**src/sv/fl_ptw_pkg.sv**
```systemverilog
// Shared types, constants and address helpers of the page-table walker.
package fl_ptw_pkg;

  localparam int unsigned MEM_WORDS_LOG2 = 12;
  localparam int unsigned PHYS_ADDR_BITS = 52;

  localparam logic [63:0] PHYS_MASK   = (64'd1 << PHYS_ADDR_BITS) - 64'd1;
  localparam logic [63:0] FRAME_MASK  = PHYS_MASK & ~64'hFFF;
  localparam logic [63:0] PRESENT_BIT = 64'h1;
  localparam logic [63:0] WRITE_BIT   = 64'h2;

  localparam logic [1:0] FUNC_WRITE  = 2'd0;
  localparam logic [1:0] FUNC_XLAT   = 2'd1;
  localparam logic [1:0] FUNC_MODIFY = 2'd2;

  typedef logic [MEM_WORDS_LOG2-1:0] word_addr_t;

  typedef struct packed {
    logic [1:0]  func;
    logic [51:0] root_table_addr;
    logic [47:0] virt_addr;
    logic        make_read_only;
    logic [11:0] word_index;
    logic [63:0] word_data;
  } item_t;

  typedef struct packed {
    logic [51:0] phys_addr;
    logic        ok;
  } result_t;

  typedef enum logic [1:0] {
    RD_NONE,
    RD_IN,
    RD_NEXT
  } rd_src_e;

  typedef enum logic [1:0] {
    WR_NONE,
    WR_IN,
    WR_LEAF,
    WR_CLEAR
  } wr_src_e;

  typedef enum logic [1:0] {
    RES_MISS,
    RES_DONE,
    RES_XLAT
  } res_kind_e;

  typedef struct packed {
    logic       latch;
    rd_src_e    rd_src;
    logic [1:0] level;
    wr_src_e    wr_src;
    word_addr_t clr_addr;
    logic       res_load;
    res_kind_e  res_kind;
  } cmd_t;

  typedef struct packed {
    logic present;
  } status_t;

  function automatic logic [8:0] level_index(input logic [47:0] va, input logic [1:0] level);
    logic [8:0] idx;
    case (level)
      2'd0:    idx = va[47:39];
      2'd1:    idx = va[38:30];
      2'd2:    idx = va[29:21];
      default: idx = va[20:12];
    endcase
    return idx;
  endfunction

  function automatic word_addr_t entry_slot(input logic [63:0] tbl, input logic [8:0] idx);
    logic [63:0] sum;
    sum = ((tbl & FRAME_MASK) >> 3) + 64'(idx);
    return sum[MEM_WORDS_LOG2-1:0];
  endfunction

endpackage

```
**src/sv/fl_ptw_ctrl.sv**
```systemverilog
// Controller of the page-table walker: clear sweep, walk sequencing, result strobe.
module fl_ptw_ctrl (
  input  logic                clk_i,
  input  logic                rst_ni,
  input  logic                start_i,
  input  logic [1:0]          func_i,
  input  fl_ptw_pkg::status_t status_i,
  output fl_ptw_pkg::cmd_t    cmd_o,
  output logic                busy_o,
  output logic                done_o
);

  localparam logic [1:0] S_CLEAR = 2'd0;
  localparam logic [1:0] S_IDLE  = 2'd1;
  localparam logic [1:0] S_WALK  = 2'd2;
  localparam logic [1:0] S_WB    = 2'd3;

  localparam fl_ptw_pkg::word_addr_t CLR_LAST = '1;

  logic [1:0]             state_q, state_d;
  logic [1:0]             level_q, level_d;
  logic                   mod_q, mod_d;
  logic                   done_q, done_d;
  fl_ptw_pkg::word_addr_t clr_q, clr_d;

  always_comb begin
    state_d = state_q;
    level_d = level_q;
    mod_d   = mod_q;
    clr_d   = clr_q;
    done_d  = 1'b0;
    cmd_o   = '{latch: 1'b0, rd_src: fl_ptw_pkg::RD_NONE, level: 2'd0,
                wr_src: fl_ptw_pkg::WR_NONE, clr_addr: clr_q, res_load: 1'b0,
                res_kind: fl_ptw_pkg::RES_MISS};
    unique case (state_q)
      S_CLEAR: begin
        cmd_o.wr_src = fl_ptw_pkg::WR_CLEAR;
        clr_d        = clr_q + 1'b1;
        if (clr_q == CLR_LAST) begin
          state_d = S_IDLE;
        end
      end
      S_IDLE: begin
        if (start_i) begin
          unique case (func_i)
            fl_ptw_pkg::FUNC_WRITE: begin
              cmd_o.wr_src   = fl_ptw_pkg::WR_IN;
              cmd_o.res_load = 1'b1;
              cmd_o.res_kind = fl_ptw_pkg::RES_DONE;
              done_d         = 1'b1;
            end
            fl_ptw_pkg::FUNC_XLAT, fl_ptw_pkg::FUNC_MODIFY: begin
              cmd_o.latch  = 1'b1;
              cmd_o.rd_src = fl_ptw_pkg::RD_IN;
              level_d      = 2'd0;
              mod_d        = (func_i == fl_ptw_pkg::FUNC_MODIFY);
              state_d      = S_WALK;
            end
            default: begin
              cmd_o.res_load = 1'b1;
              cmd_o.res_kind = fl_ptw_pkg::RES_MISS;
              done_d         = 1'b1;
            end
          endcase
        end
      end
      S_WALK: begin
        if (!status_i.present) begin
          cmd_o.res_load = 1'b1;
          cmd_o.res_kind = fl_ptw_pkg::RES_MISS;
          done_d         = 1'b1;
          state_d        = S_IDLE;
        end else if (level_q == 2'd3) begin
          if (mod_q) begin
            state_d = S_WB;
          end else begin
            cmd_o.res_load = 1'b1;
            cmd_o.res_kind = fl_ptw_pkg::RES_XLAT;
            done_d         = 1'b1;
            state_d        = S_IDLE;
          end
        end else begin
          cmd_o.rd_src = fl_ptw_pkg::RD_NEXT;
          cmd_o.level  = level_q + 2'd1;
          level_d      = level_q + 2'd1;
        end
      end
      S_WB: begin
        cmd_o.wr_src   = fl_ptw_pkg::WR_LEAF;
        cmd_o.res_load = 1'b1;
        cmd_o.res_kind = fl_ptw_pkg::RES_DONE;
        done_d         = 1'b1;
        state_d        = S_IDLE;
      end
      default: state_d = S_IDLE;
    endcase
  end

  always_ff @(posedge clk_i or negedge rst_ni) begin
    if (!rst_ni) begin
      state_q <= S_CLEAR;
      level_q <= 2'd0;
      mod_q   <= 1'b0;
      done_q  <= 1'b0;
      clr_q   <= '0;
    end else begin
      state_q <= state_d;
      level_q <= level_d;
      mod_q   <= mod_d;
      done_q  <= done_d;
      clr_q   <= clr_d;
    end
  end

  assign busy_o = (state_q != S_IDLE);
  assign done_o = done_q;

endmodule
```
**config.mk**
```make
export PLATFORM = sky130hd
export DESIGN_NAME = fl_ptw_ctrl
export DESIGN_NICKNAME = d
export VERILOG_FILES = /design/src/sv/fl_ptw_pkg.sv /design/src/sv/fl_ptw_ctrl.sv
export SDC_FILE = /design/constraint.sdc
export NUM_CORES = 1
export LEC_CHECK = 0
export ABC_CLOCK_PERIOD_IN_PS = 1800
export BUFFER_PORTS_ARGS = -buffer_cell sky130_fd_sc_hd__buf_2
export CAP_MARGIN = 20
export CORE_MARGIN = 3
export CORE_UTILIZATION = 45
export CTS_CLUSTER_SIZE = 20
export DETAILED_ROUTE_END_ITERATION = 16
export PLACE_DENSITY_LB_ADDON = 0.2
export SETUP_SLACK_MARGIN = 0.15
export SYNTH_ARGS = -nofsm -noshare
export SYNTH_HDL_FRONTEND = slang
export SYNTH_SLANG_ARGS = --single-unit
```
**constraint.sdc**
```tcl
create_clock -name clk_i -period 1.8 [get_ports clk_i]
set_clock_uncertainty 0.2 [all_clocks]
set_input_delay 0.18 -clock clk_i [delete_from_list [all_inputs] [get_ports clk_i]]
set_output_delay 0.18 -clock clk_i [all_outputs]
set_load 0.03 [all_outputs]
```
==> results of run 1 <==
-- metrics by stage --
step / util / cells
final: 0.826 / 176
after global routing: 0.826 / 176
after CTS: 0.745 / 170
after detailed placement: 0.601 / 156
after global placement: 0.601 / 156
after floorplan: - / 99
-- layer usage --
metal / vias to the layer above / part of all wire / routed length, um
li1: 444 / - / -
met1: 485 / 0.46 / 1410
met2: 22 / 0.50 / 1530
met3: 7 / 0.026 / 79
met4: 0 / 0.019 / 60
met5: - / 0 / 0
-- registers in the layout, summed over array words and instances, names as in the netlist --
| signal | count |
|---|---|
| clr_q | 12 |
| done_o | 1 |
| level_q | 2 |
| mod_q | 1 |
| state_q | 2 |
-- critical path, cell delays in order (launching register included) --
cell and delay [ns]:
dfrtp_2 0.45, inv_4 0.08, ha_4 0.20, inv_4 0.06, a21oi_2 0.13, nor3_2 0.07
nor2_2 0.11, buf_6 0.13
-- power by group through the flow --
stage               combinational, uW  clock, uW  sequential [uW]
floorplan                         666          0              764
global placement                 1080          0              644
detailed placement               1090          0              648
CTS                              1550        271              650
global route                     1900        284              689
finish                           1810        264              670
-- timing repair --
item | 4_1_cts | 5_1_grt
gates resized for setup | 54 | 26
hold buffers | 1 | 0
endpoints found under the setup margin | 21 | 26
buffers inserted | 9 | 6
pin swaps | 16 | 13
hold endpoints to repair | 18 | 0
-- worst max path at each step --
| stage | start | cells after the start | endpoint | slack [ns] |
|---|---|---|---|---|
| after floorplan | state_q[0] | 3 | cmd_o[1] | -0.03 |
| after global placement | state_q[0] | 7 | cmd_o[2] | 0.003 |
| after detailed placement | state_q[0] | 7 | cmd_o[2] | 0.004 |
| after CTS | state_q[0] | 7 | cmd_o[2] | -0.15 |
| after global routing | state_q[0] | 7 | cmd_o[2] | -0.21 |
| final | state_q[0] | 7 | cmd_o[2] | -0.14 |
-- cell usage in the layout (no fill, tap or decap), types with 2 or more instances in the layout --
master / count
and3_4: 3
buf_2: 18
buf_4: 12
buf_6: 16
clkbuf_4: 3
dfrtp_1: 16
dfrtp_2: 2
ha_1: 4
ha_4: 5
inv_1: 2
inv_4: 4
mux2_4: 3
mux2i_1: 2
nand2_1: 3
nand2_2: 2
nand2_4: 3
nand3_2: 2
nand4_1: 4
nor2_1: 6
nor2_2: 2
nor3_2: 3
o21ai_1: 2
o31ai_1: 2
xnor2_1: 4
xnor2_2: 5
xor2_1: 2
-- cell type report --
class	instances	area, um2
inverters	7	36.3
multi-input cells	73	774
fillers	112	358
repair buffers	47	370
well taps	27	33.8
clock buffers	4	36.3
flip-flops and latches	18	453
-- cells by family after synthesis --
logic type,count (synthesis),synth area share
adder cells (fa/ha/maj),10,0.123
flip-flops,18,0.441
multiplexers,5,0.0527
AO/OA/AOI/OAI,9,0.0600
buffers and inverters,8,0.0306
XOR/XNOR,11,0.0944
AND/OR/NAND/NOR,38,0.199
==> impl_metrics.json, run 1 <==
{
  "status": "complete, but fails checks",
  "violations": "negative setup slack",
  "intPower_uw": 1500,
  "critPathArrivalTime_ns": 1.56,
  "met2_usage": 0.302,
  "yosysMostFrequentCell": "dfrtp_1",
  "relSlewSlack": 0.732,
  "core_mm2": 0.00206,
  "grt_max_degree": 19,
  "r2r-end": "level_q[0]",
  "synthTopCellsByArea": "dfrtp_1 (44%), ha_1 (12%), xnor2_1 (7.7%), mux2_2 (3.3%), nand2_1 (2.9%)",
  "ant_nets": 0,
  "synth-async-reset-ratio": 1.00,
  "num_antenna_cells": 0,
  "hold_violations": 0,
  "hold_path.class": "in2reg",
  "swShare": 0.453,
  "grt_pass1_vias": 862,
  "area_growth_syn_to_layout_pct": 66.9,
  "fin_area_mm2": 0.00170,
  "met3_usage": 0.0360,
  "crit_fanout": 5,
  "ys_warn_count": 0,
  "grt_most_used_layer": "met2",
  "initial_core_util": 0.495,
  "pin_count": 30,
  "wl_per_cell_um": 17.5,
  "startpoint_type": "register",
  "drv_cap": 0,
  "routed_wl_um": 3090,
  "cts_buffers": 3,
  "fin_total_pwr_uw": 2740,
  "fin_nets": 166,
  "pwr-share-comb": 0.659,
  "syn_area_per_cell_um2": 10.3,
  "hold_end": "mod_q",
  "tightest_slew_ns": 0.402,
  "drcViolationCount": 0,
  "num_vias": 958,
  "pre_cts_ws_ns": 0.00358,
  "grt_overflow_total": 0,
  "p_clk_frac": 0.096,
  "p_seq_frac": 0.245,
  "ff2ff_path_depth": 7,
  "finalCritPeriodShare": 1.08,
  "synth-edff-count": 0,
  "r2r_start": "state_q[0]",
  "max-vdd-ir-drop_mv": 1.18,
  "grtUsageMet1": 0.263,
  "power_density_mw_per_mm2": 1610,
  "rsz0062_at_grt": "yes",
  "hp-start": "func_i[1]",
  "synth_cell_types": 26,
  "end_kind": "output pin",
  "synth_seq_cells": 18,
  "p_leak_uw": 0.000868,
  "clock_path_buffers": 2,
  "drt-initial-drc-count": 23,
  "cts_tree": "yes",
  "drive_gt1_frac": 0.651,
  "antenna_found_initial": 0,
  "hold_ws_ns": 0.0500,
  "power.switching_uw": 1240,
  "setup_ws_ns": -0.136,
  "cts_max_level": 1,
  "netlist_area_mm2": 0.00102,
  "setup_viol": 10,
  "drtPass1Iterations": 4,
  "row_count": 16,
  "netlist.top_cell.by_area": "dfrtp_1",
  "yosys-top-cells-count": "dfrtp_1 (18), ha_1 (10), xnor2_1 (9)",
  "dieArea_mm2": 0.00288,
  "netlist_instances": 99,
  "hold_depth": 3,
  "die_h_um": 53.6,
  "grt_usage": 0.196,
  "dp_hpwl_um": 1600,
  "syn_nets": 115,
  "crit_required_ns": 1.42,
  "chipWidth_um": 53.6,
  "cts_root_buf": "clkbuf_4",
  "fmax_mhz": 517,
  "path_clk_slew_ns": 0.11,
  "critical_path_class": "reg2out",
  "yosys_most_used_dff": "dfrtp_1",
  "grt_pass1_wl_um": 4010,
  "cts.sinks": 18,
  "via_per_inst": 5.44,
  "netlist.area_leader.share": 0.441,
  "tns_ns": -0.605,
  "placed_area_mm2": 0.00124,
  "port_buffers": 29,
  "slew_viol_final": 0,
  "insertion_delay_ns": 0.30,
  "seq_area_frac_synth": 0.441,
  "period_needed_ns": 1.94,
  "r2r_slack_ns": -0.08,
  "finalWeightedCongestion": 0.828
}
(Power assumes the default switching activity.)
==> inputs of run 2 (changes only) <==
--- a/config.mk
+++ b/config.mk
@@ -5,11 +5,12 @@
 export SDC_FILE = /design/constraint.sdc
 export NUM_CORES = 1
 export LEC_CHECK = 0
+export ABC_AREA = 1
 export ABC_CLOCK_PERIOD_IN_PS = 1800
 export BUFFER_PORTS_ARGS = -buffer_cell sky130_fd_sc_hd__buf_2
 export CAP_MARGIN = 20
 export CORE_MARGIN = 3
-export CORE_UTILIZATION = 45
+export CORE_UTILIZATION = 46
 export CTS_CLUSTER_SIZE = 20
 export DETAILED_ROUTE_END_ITERATION = 16
 export PLACE_DENSITY_LB_ADDON = 0.2
==> impl_metrics.json, run 2 <==
{
  "status": "complete, but fails checks",
  "violations": "negative setup slack",
  "hold_depth": 4,
  "synth-async-reset-ratio": 1.00,
  "path_delay_family": "flip-flops",
  "largest-register": "clr_q",
  "slowest_stage": "dfrtp_2",
  "grt_max_degree": 19,
  "clock_path_buffers": 2,
  "synth_seq_cells": 18,
  "num_antenna_cells": 0,
  "p_clk_frac": 0.366,
  "placed_area_mm2": 0.00128,
  "netlist_instances": 130,
  "largest_reg_flops": 12,
  "hold_end": "done_o",
  "port_buffers": 29,
  "crit_fanout": 4,
  "critical_path_class": "reg2out",
  "drt-initial-drc-count": 14,
  "intPower_uw": 537,
  "chipWidth_um": 54.1,
  "netlist_area_mm2": 0.00106,
  "synthTopCellsByArea": "dfrtp_1 (42%), nand2_1 (13%), ha_1 (12%), inv_1 (6.7%), xor2_1 (5.8%)",
  "core_mm2": 0.00208,
  "dpl.cell_count": 189,
  "path_clk_slew_ns": 0.10,
  "r2r_slack_ns": 0.06,
  "synth-edff-count": 0,
  "p_leak_uw": 0.000823,
  "slowest_delay_ns": 0.45,
  "die_h_um": 54.1,
  "pwr-share-comb": 0.043,
  "area_growth_syn_to_layout_pct": 54.1,
  "cts_tree": "yes",
  "num_vias": 1027,
  "drive_gt1_frac": 0.494,
  "fmax_mhz": 533,
  "finalCritPeriodShare": 1.04,
  "drtPass1Iterations": 6,
  "p_seq_frac": 0.591,
  "cts_root_buf": "clkbuf_4",
  "top_regs": "clr_q: 12 flops, level_q: 2 flops, state_q: 2 flops",
  "hold_violations": 0,
  "syn_area_per_cell_um2": 8.19,
  "tightest_slew_ns": 0.401,
  "dp_hpwl_um": 1670,
  "crit_path_cell_trace": "inv_4, ha_2, nor4_4, buf_4",
  "row_count": 16,
  "hold_path.class": "in2reg",
  "crit_required_ns": 1.42,
  "power.switching_uw": 147,
  "yosys-top-cells-count": "nand2_1 (37), inv_1 (19), dfrtp_1 (18)",
  "synth_cell_types": 17,
  "grt_usage": 0.203,
  "fin_nets": 197,
  "r2r-end": "clr_q[11]",
  "cts_buffers": 3,
  "max-vdd-ir-drop_mv": 0.426,
  "ys_warn_count": 0,
  "setup_viol": 6,
  "fin_area_mm2": 0.00164,
  "dieArea_mm2": 0.00293,
  "drcViolationCount": 0,
  "path_depth": 4,
  "routed_wl_um": 2800,
  "swShare": 0.215,
  "grt_overflow_total": 0,
  "ant_nets": 0,
  "initial_core_util": 0.511,
  "yosysMostFrequentCell": "nand2_1",
  "slew_viol_final": 0,
  "mostFrequentLayoutCell": "nand2_1",
  "insertion_delay_ns": 0.30,
  "yosys_most_used_dff": "dfrtp_1",
  "netlist.top_cell.by_area": "dfrtp_1",
  "relSlewSlack": 0.733,
  "r2r_start": "state_q[1]",
  "end_kind": "output pin",
  "ff2ff_path_depth": 11,
  "via_per_inst": 4.96,
  "seq_area_frac_synth": 0.423,
  "pin_count": 30,
  "cts.sinks": 18,
  "grt_pass1_wl_um": 4340,
  "fin_cells": 207,
  "drv_cap": 0,
  "startpoint_type": "register",
  "power_density_mw_per_mm2": 417,
  "mostFrequentLayoutCells": "nand2_1 (32), buf_2 (19), buf_4 (19)",
  "cts_max_level": 1,
  "period_needed_ns": 1.88,
  "finalWeightedCongestion": 0.821,
  "setup_ws_ns": -0.0760,
  "grt_pass1_vias": 1001,
  "wl_per_cell_um": 13.5,
  "antenna_found_initial": 0,
  "syn_nets": 146,
  "netlist.area_leader.share": 0.423,
  "crit_buf_inv": 2,
  "hp-start": "status_i",
  "rsz0062_at_grt": "yes",
  "critPathArrivalTime_ns": 1.50
}
[run 2: tightest hold or removal path: cells and delay by family]
kind	cells	cell delay, ns
AND/OR/NAND/NOR	1	0.08
buffers and inverters	1	0.12
AO/OA/AOI/OAI	2	0.13
[run 2: worst max-delay path by stage]
stage / to / startpoint / slack (ns)
after floorplan: cmd_o[1] / state_q[0] / 0.02
after global placement: clr_q[11] / state_q[0] / 0.09
after detailed placement: clr_q[11] / state_q[0] / 0.06
after CTS: cmd_o[1] / state_q[0] / -0.06
after global routing: cmd_o[2] / state_q[1] / -0.16
final: cmd_o[1] / state_q[0] / -0.08
[run 2: routing by layer]
metal | vias to the layer above | routed length [um] | global-route usage
li1 | 503 | - | -
met1 | 489 | 1200 | 0.255
met2 | 31 | 1430 | 0.345
met3 | 4 | 135 | 0.0526
met4 | 0 | 29 | 0.0498
met5 | - | 0 | 0
[run 2: power groups by stage]
stage	clock, uW	sequential, uW	combinational (uW)
global placement	0	412	20.7
floorplan	0	412	5.33
finish	250	404	29.7
global route	276	404	33.1
detailed placement	0	412	21.2
CTS	257	404	25.6
[run 2: final cells by class]
type | count | area, um2
flip-flops and latches | 18 | 452
fillers | 135 | 442
inverters | 19 | 81.3
repair buffers | 46 | 327
clock buffers | 4 | 36.3
multi-input cells | 93 | 711
well taps | 27 | 33.8
[run 2: cells by family (layout without fill, tap and decap cells)]
group / Yosys count / in the layout / synth area share
simple gates: 63 / 63 / 0.257
buf+inv: 19 / 69 / 0.0670
flops: 18 / 18 / 0.423
fa+ha+maj: 10 / 10 / 0.118
xor+xnor: 10 / 10 / 0.0823
compound gates: 9 / 9 / 0.0423
mux: 1 / 1 / 0.0106
[run 2: metrics by stage]
| step | setup WS (ns) | TNS [ns] | total power (uW) | hold WS (ns) | util |
|---|---|---|---|---|---|
| final | -0.0760 | -0.217 | 684 | 0.0541 | 0.788 |
| after global routing | -0.161 | -0.904 | 713 | 0.0652 | 0.788 |
| after global placement | 0.0919 | 0 | 433 | -0.0715 | 0.614 |
| after floorplan | 0.0194 | 0 | 417 | -0.316 | - |
| after detailed placement | 0.0554 | 0 | 433 | -0.0670 | 0.614 |
| after CTS | -0.0600 | -0.165 | 687 | 0.0453 | 0.749 |
[run 2: timing repair]
item / in CTS / in global routing
gates cloned: 0 / 0
hold buffers: 1 / 0
gates resized for setup: 46 / 18
pin swaps: 12 / 14
endpoints found under the setup margin: 19 / 24
setup buffers: 11 / 2
hold endpoints to repair: 18 / 0
==> inputs of run 3 (changes only) <==
--- a/config.mk
+++ b/config.mk
@@ -14,7 +14,8 @@
 export CTS_CLUSTER_SIZE = 20
 export DETAILED_ROUTE_END_ITERATION = 16
 export PLACE_DENSITY_LB_ADDON = 0.2
-export SETUP_SLACK_MARGIN = 0.15
+export RECOVER_POWER = 100
+export SETUP_SLACK_MARGIN = 0.3
 export SYNTH_ARGS = -nofsm -noshare
 export SYNTH_HDL_FRONTEND = slang
 export SYNTH_SLANG_ARGS = --single-unit
==> impl_metrics.json, run 3 (synthesized netlist as in run 2, its figures left out) <==
{
  "relSlewSlack": 0.320,
  "drv_cap": 0,
  "power_density_mw_per_mm2": 372,
  "finalCritPeriodShare": 1.09,
  "path_clk_slew_ns": 0.12,
  "startpoint_type": "register",
  "num_antenna_cells": 0,
  "multi_input_area_um2": 802,
  "initial_core_util": 0.511,
  "clock_path_buffers": 2,
  "ant_nets": 0,
  "drt-initial-drc-count": 73,
  "violations": "negative setup slack",
  "area_growth_syn_to_layout_pct": 79.2,
  "setup_ws_ns": -0.164,
  "end_kind": "output pin",
  "largest-register": "clr_q",
  "drcViolationCount": 0,
  "wl_per_cell_um": 21.4,
  "r2r_start": "state_q[1]",
  "r2r_slack_ns": -0.10,
  "chipWidth_um": 54.1,
  "startpoint": "state_q[0]",
  "cts_max_level": 1,
  "met3_usage": 0.0665,
  "fmax_mhz": 509,
  "ff2ff_path_depth": 11,
  "tightest_slew_ns": 1.02,
  "mostFrequentLayoutCell": "nand2_1",
  "core_mm2": 0.00208,
  "insertion_delay_ns": 0.32,
  "antenna_found_initial": 0,
  "mostFrequentLayoutCells": "nand2_1 (29), buf_6 (26), buf_4 (16)",
  "slew_viol_final": 0,
  "nFillCells": 74,
  "top_regs": "clr_q: 12 flops, level_q: 2 flops, state_q: 2 flops",
  "grt_max_degree": 19,
  "dieArea_mm2": 0.00293,
  "grt_pass1_wl_um": 5890,
  "fin_total_pwr_uw": 710,
  "fin_nets": 212,
  "status": "complete, but fails checks",
  "seq_area_um2": 454,
  "largest_reg_flops": 12,
  "pre_cts_ws_ns": 0.0861,
  "via_per_inst": 5.77,
  "crit_required_ns": 1.42,
  "drtPass1Iterations": 4,
  "r2r-end": "state_q[1]",
  "cts.sinks": 18,
  "grt_pass1_vias": 1207,
  "pin_count": 30,
  "hold_path.class": "in2reg",
  "grt_usage": 0.287,
  "critPathArrivalTime_ns": 1.58,
  "crit_end": "cmd_o[17]",
  "crit_fanout": 4,
  "rsz0062_at_grt": "yes",
  "grtUsageMet1": 0.321,
  "finalWeightedCongestion": 0.794,
  "critical_path_class": "reg2out",
  "port_buffers": 29,
  "dp_hpwl_um": 1890,
  "max-vdd-ir-drop_mv": 0.509,
  "cts_buffers": 3,
  "die_h_um": 54.1,
  "routed_wl_um": 4760,
  "num_vias": 1280,
  "setup_viol": 19,
  "period_needed_ns": 1.96,
  "grt_overflow_total": 0,
  "row_count": 16,
  "cts_tree": "yes",
  "hold_violations": 0,
  "grt_most_used_layer": "met2",
  "met2_usage": 0.532,
  "cts_root_buf": "clkbuf_4",
  "p_leak_uw": 0.000892,
  "drive_gt1_frac": 0.503
}
## run 3: layout make-up
type | count | share of cell area
timing repair buffer | 61 | 0.260
multi-input combinational | 93 | 0.420
sequential | 18 | 0.238
clock buffer | 4 | 0.0190
tap | 27 | 0.0177
inverter | 19 | 0.0452
## run 3: worst min path at each step
stage	from	endpoint	depth (start not counted)
CTS	func_i[1]	mod_q	4
floorplan	rst_ni	clr_q[0]	0
detailed placement	rst_ni	clr_q[9]	1
finish	func_i[1]	mod_q	4
global route	func_i[1]	mod_q	4
global placement	rst_ni	done_o	1
## run 3: timing repair
| action | CTS | global route |
|---|---|---|
| hold buffers | 1 | 0 |
| pin swaps | 17 | 11 |
| endpoints found under the setup margin | 24 | 27 |
| endpoints found under the hold margin | 18 | 0 |
| buffers inserted | 23 | 8 |
| gates cloned | 0 | 0 |
| resized for setup | 57 | 11 |
## run 3: through the flow
| step | cells | instance area, um2 | util | hold slack, ns | TNS, ns |
|---|---|---|---|---|---|
| 6_report | 222 | 1910 | 0.916 | 0.0561 | -1.47 |
| 5_1_grt | 222 | 1910 | 0.916 | 0.0775 | -2.14 |
| 4_1_cts | 214 | 1820 | 0.874 | 0.0207 | -0.260 |
| 3_5_place_dp | 186 | 1410 | 0.676 | -0.0583 | 0 |
| 3_3_place_gp | 186 | 1410 | 0.676 | -0.0657 | 0 |
| 2_1_floorplan | 130 | 1230 | - | -0.316 | 0 |
## run 3: power by group
part           switching [uW]  internal (uW)  leakage, uW
Sequential                  0            404     0.000223
Clock                     150            124    0.0000210
Combinational            23.2           8.95     0.000648
Total                     173            537     0.000892
## run 3: critical path, cell delays in order, from the launching register on
cell     delay [ns]
dfrtp_2        0.49
inv_4          0.13
ha_4           0.18
nand2_4        0.09
inv_4          0.08
nand2_4        0.08
nor2_4         0.09
buf_6          0.13
## run 3: metal layers
metal,share of wire,wire length (um),up-vias
li1,-,-,529
met1,0.37,1760,620
met2,0.48,2270,98
met3,0.097,464,33
met4,0.056,265,0
met5,0,0,-
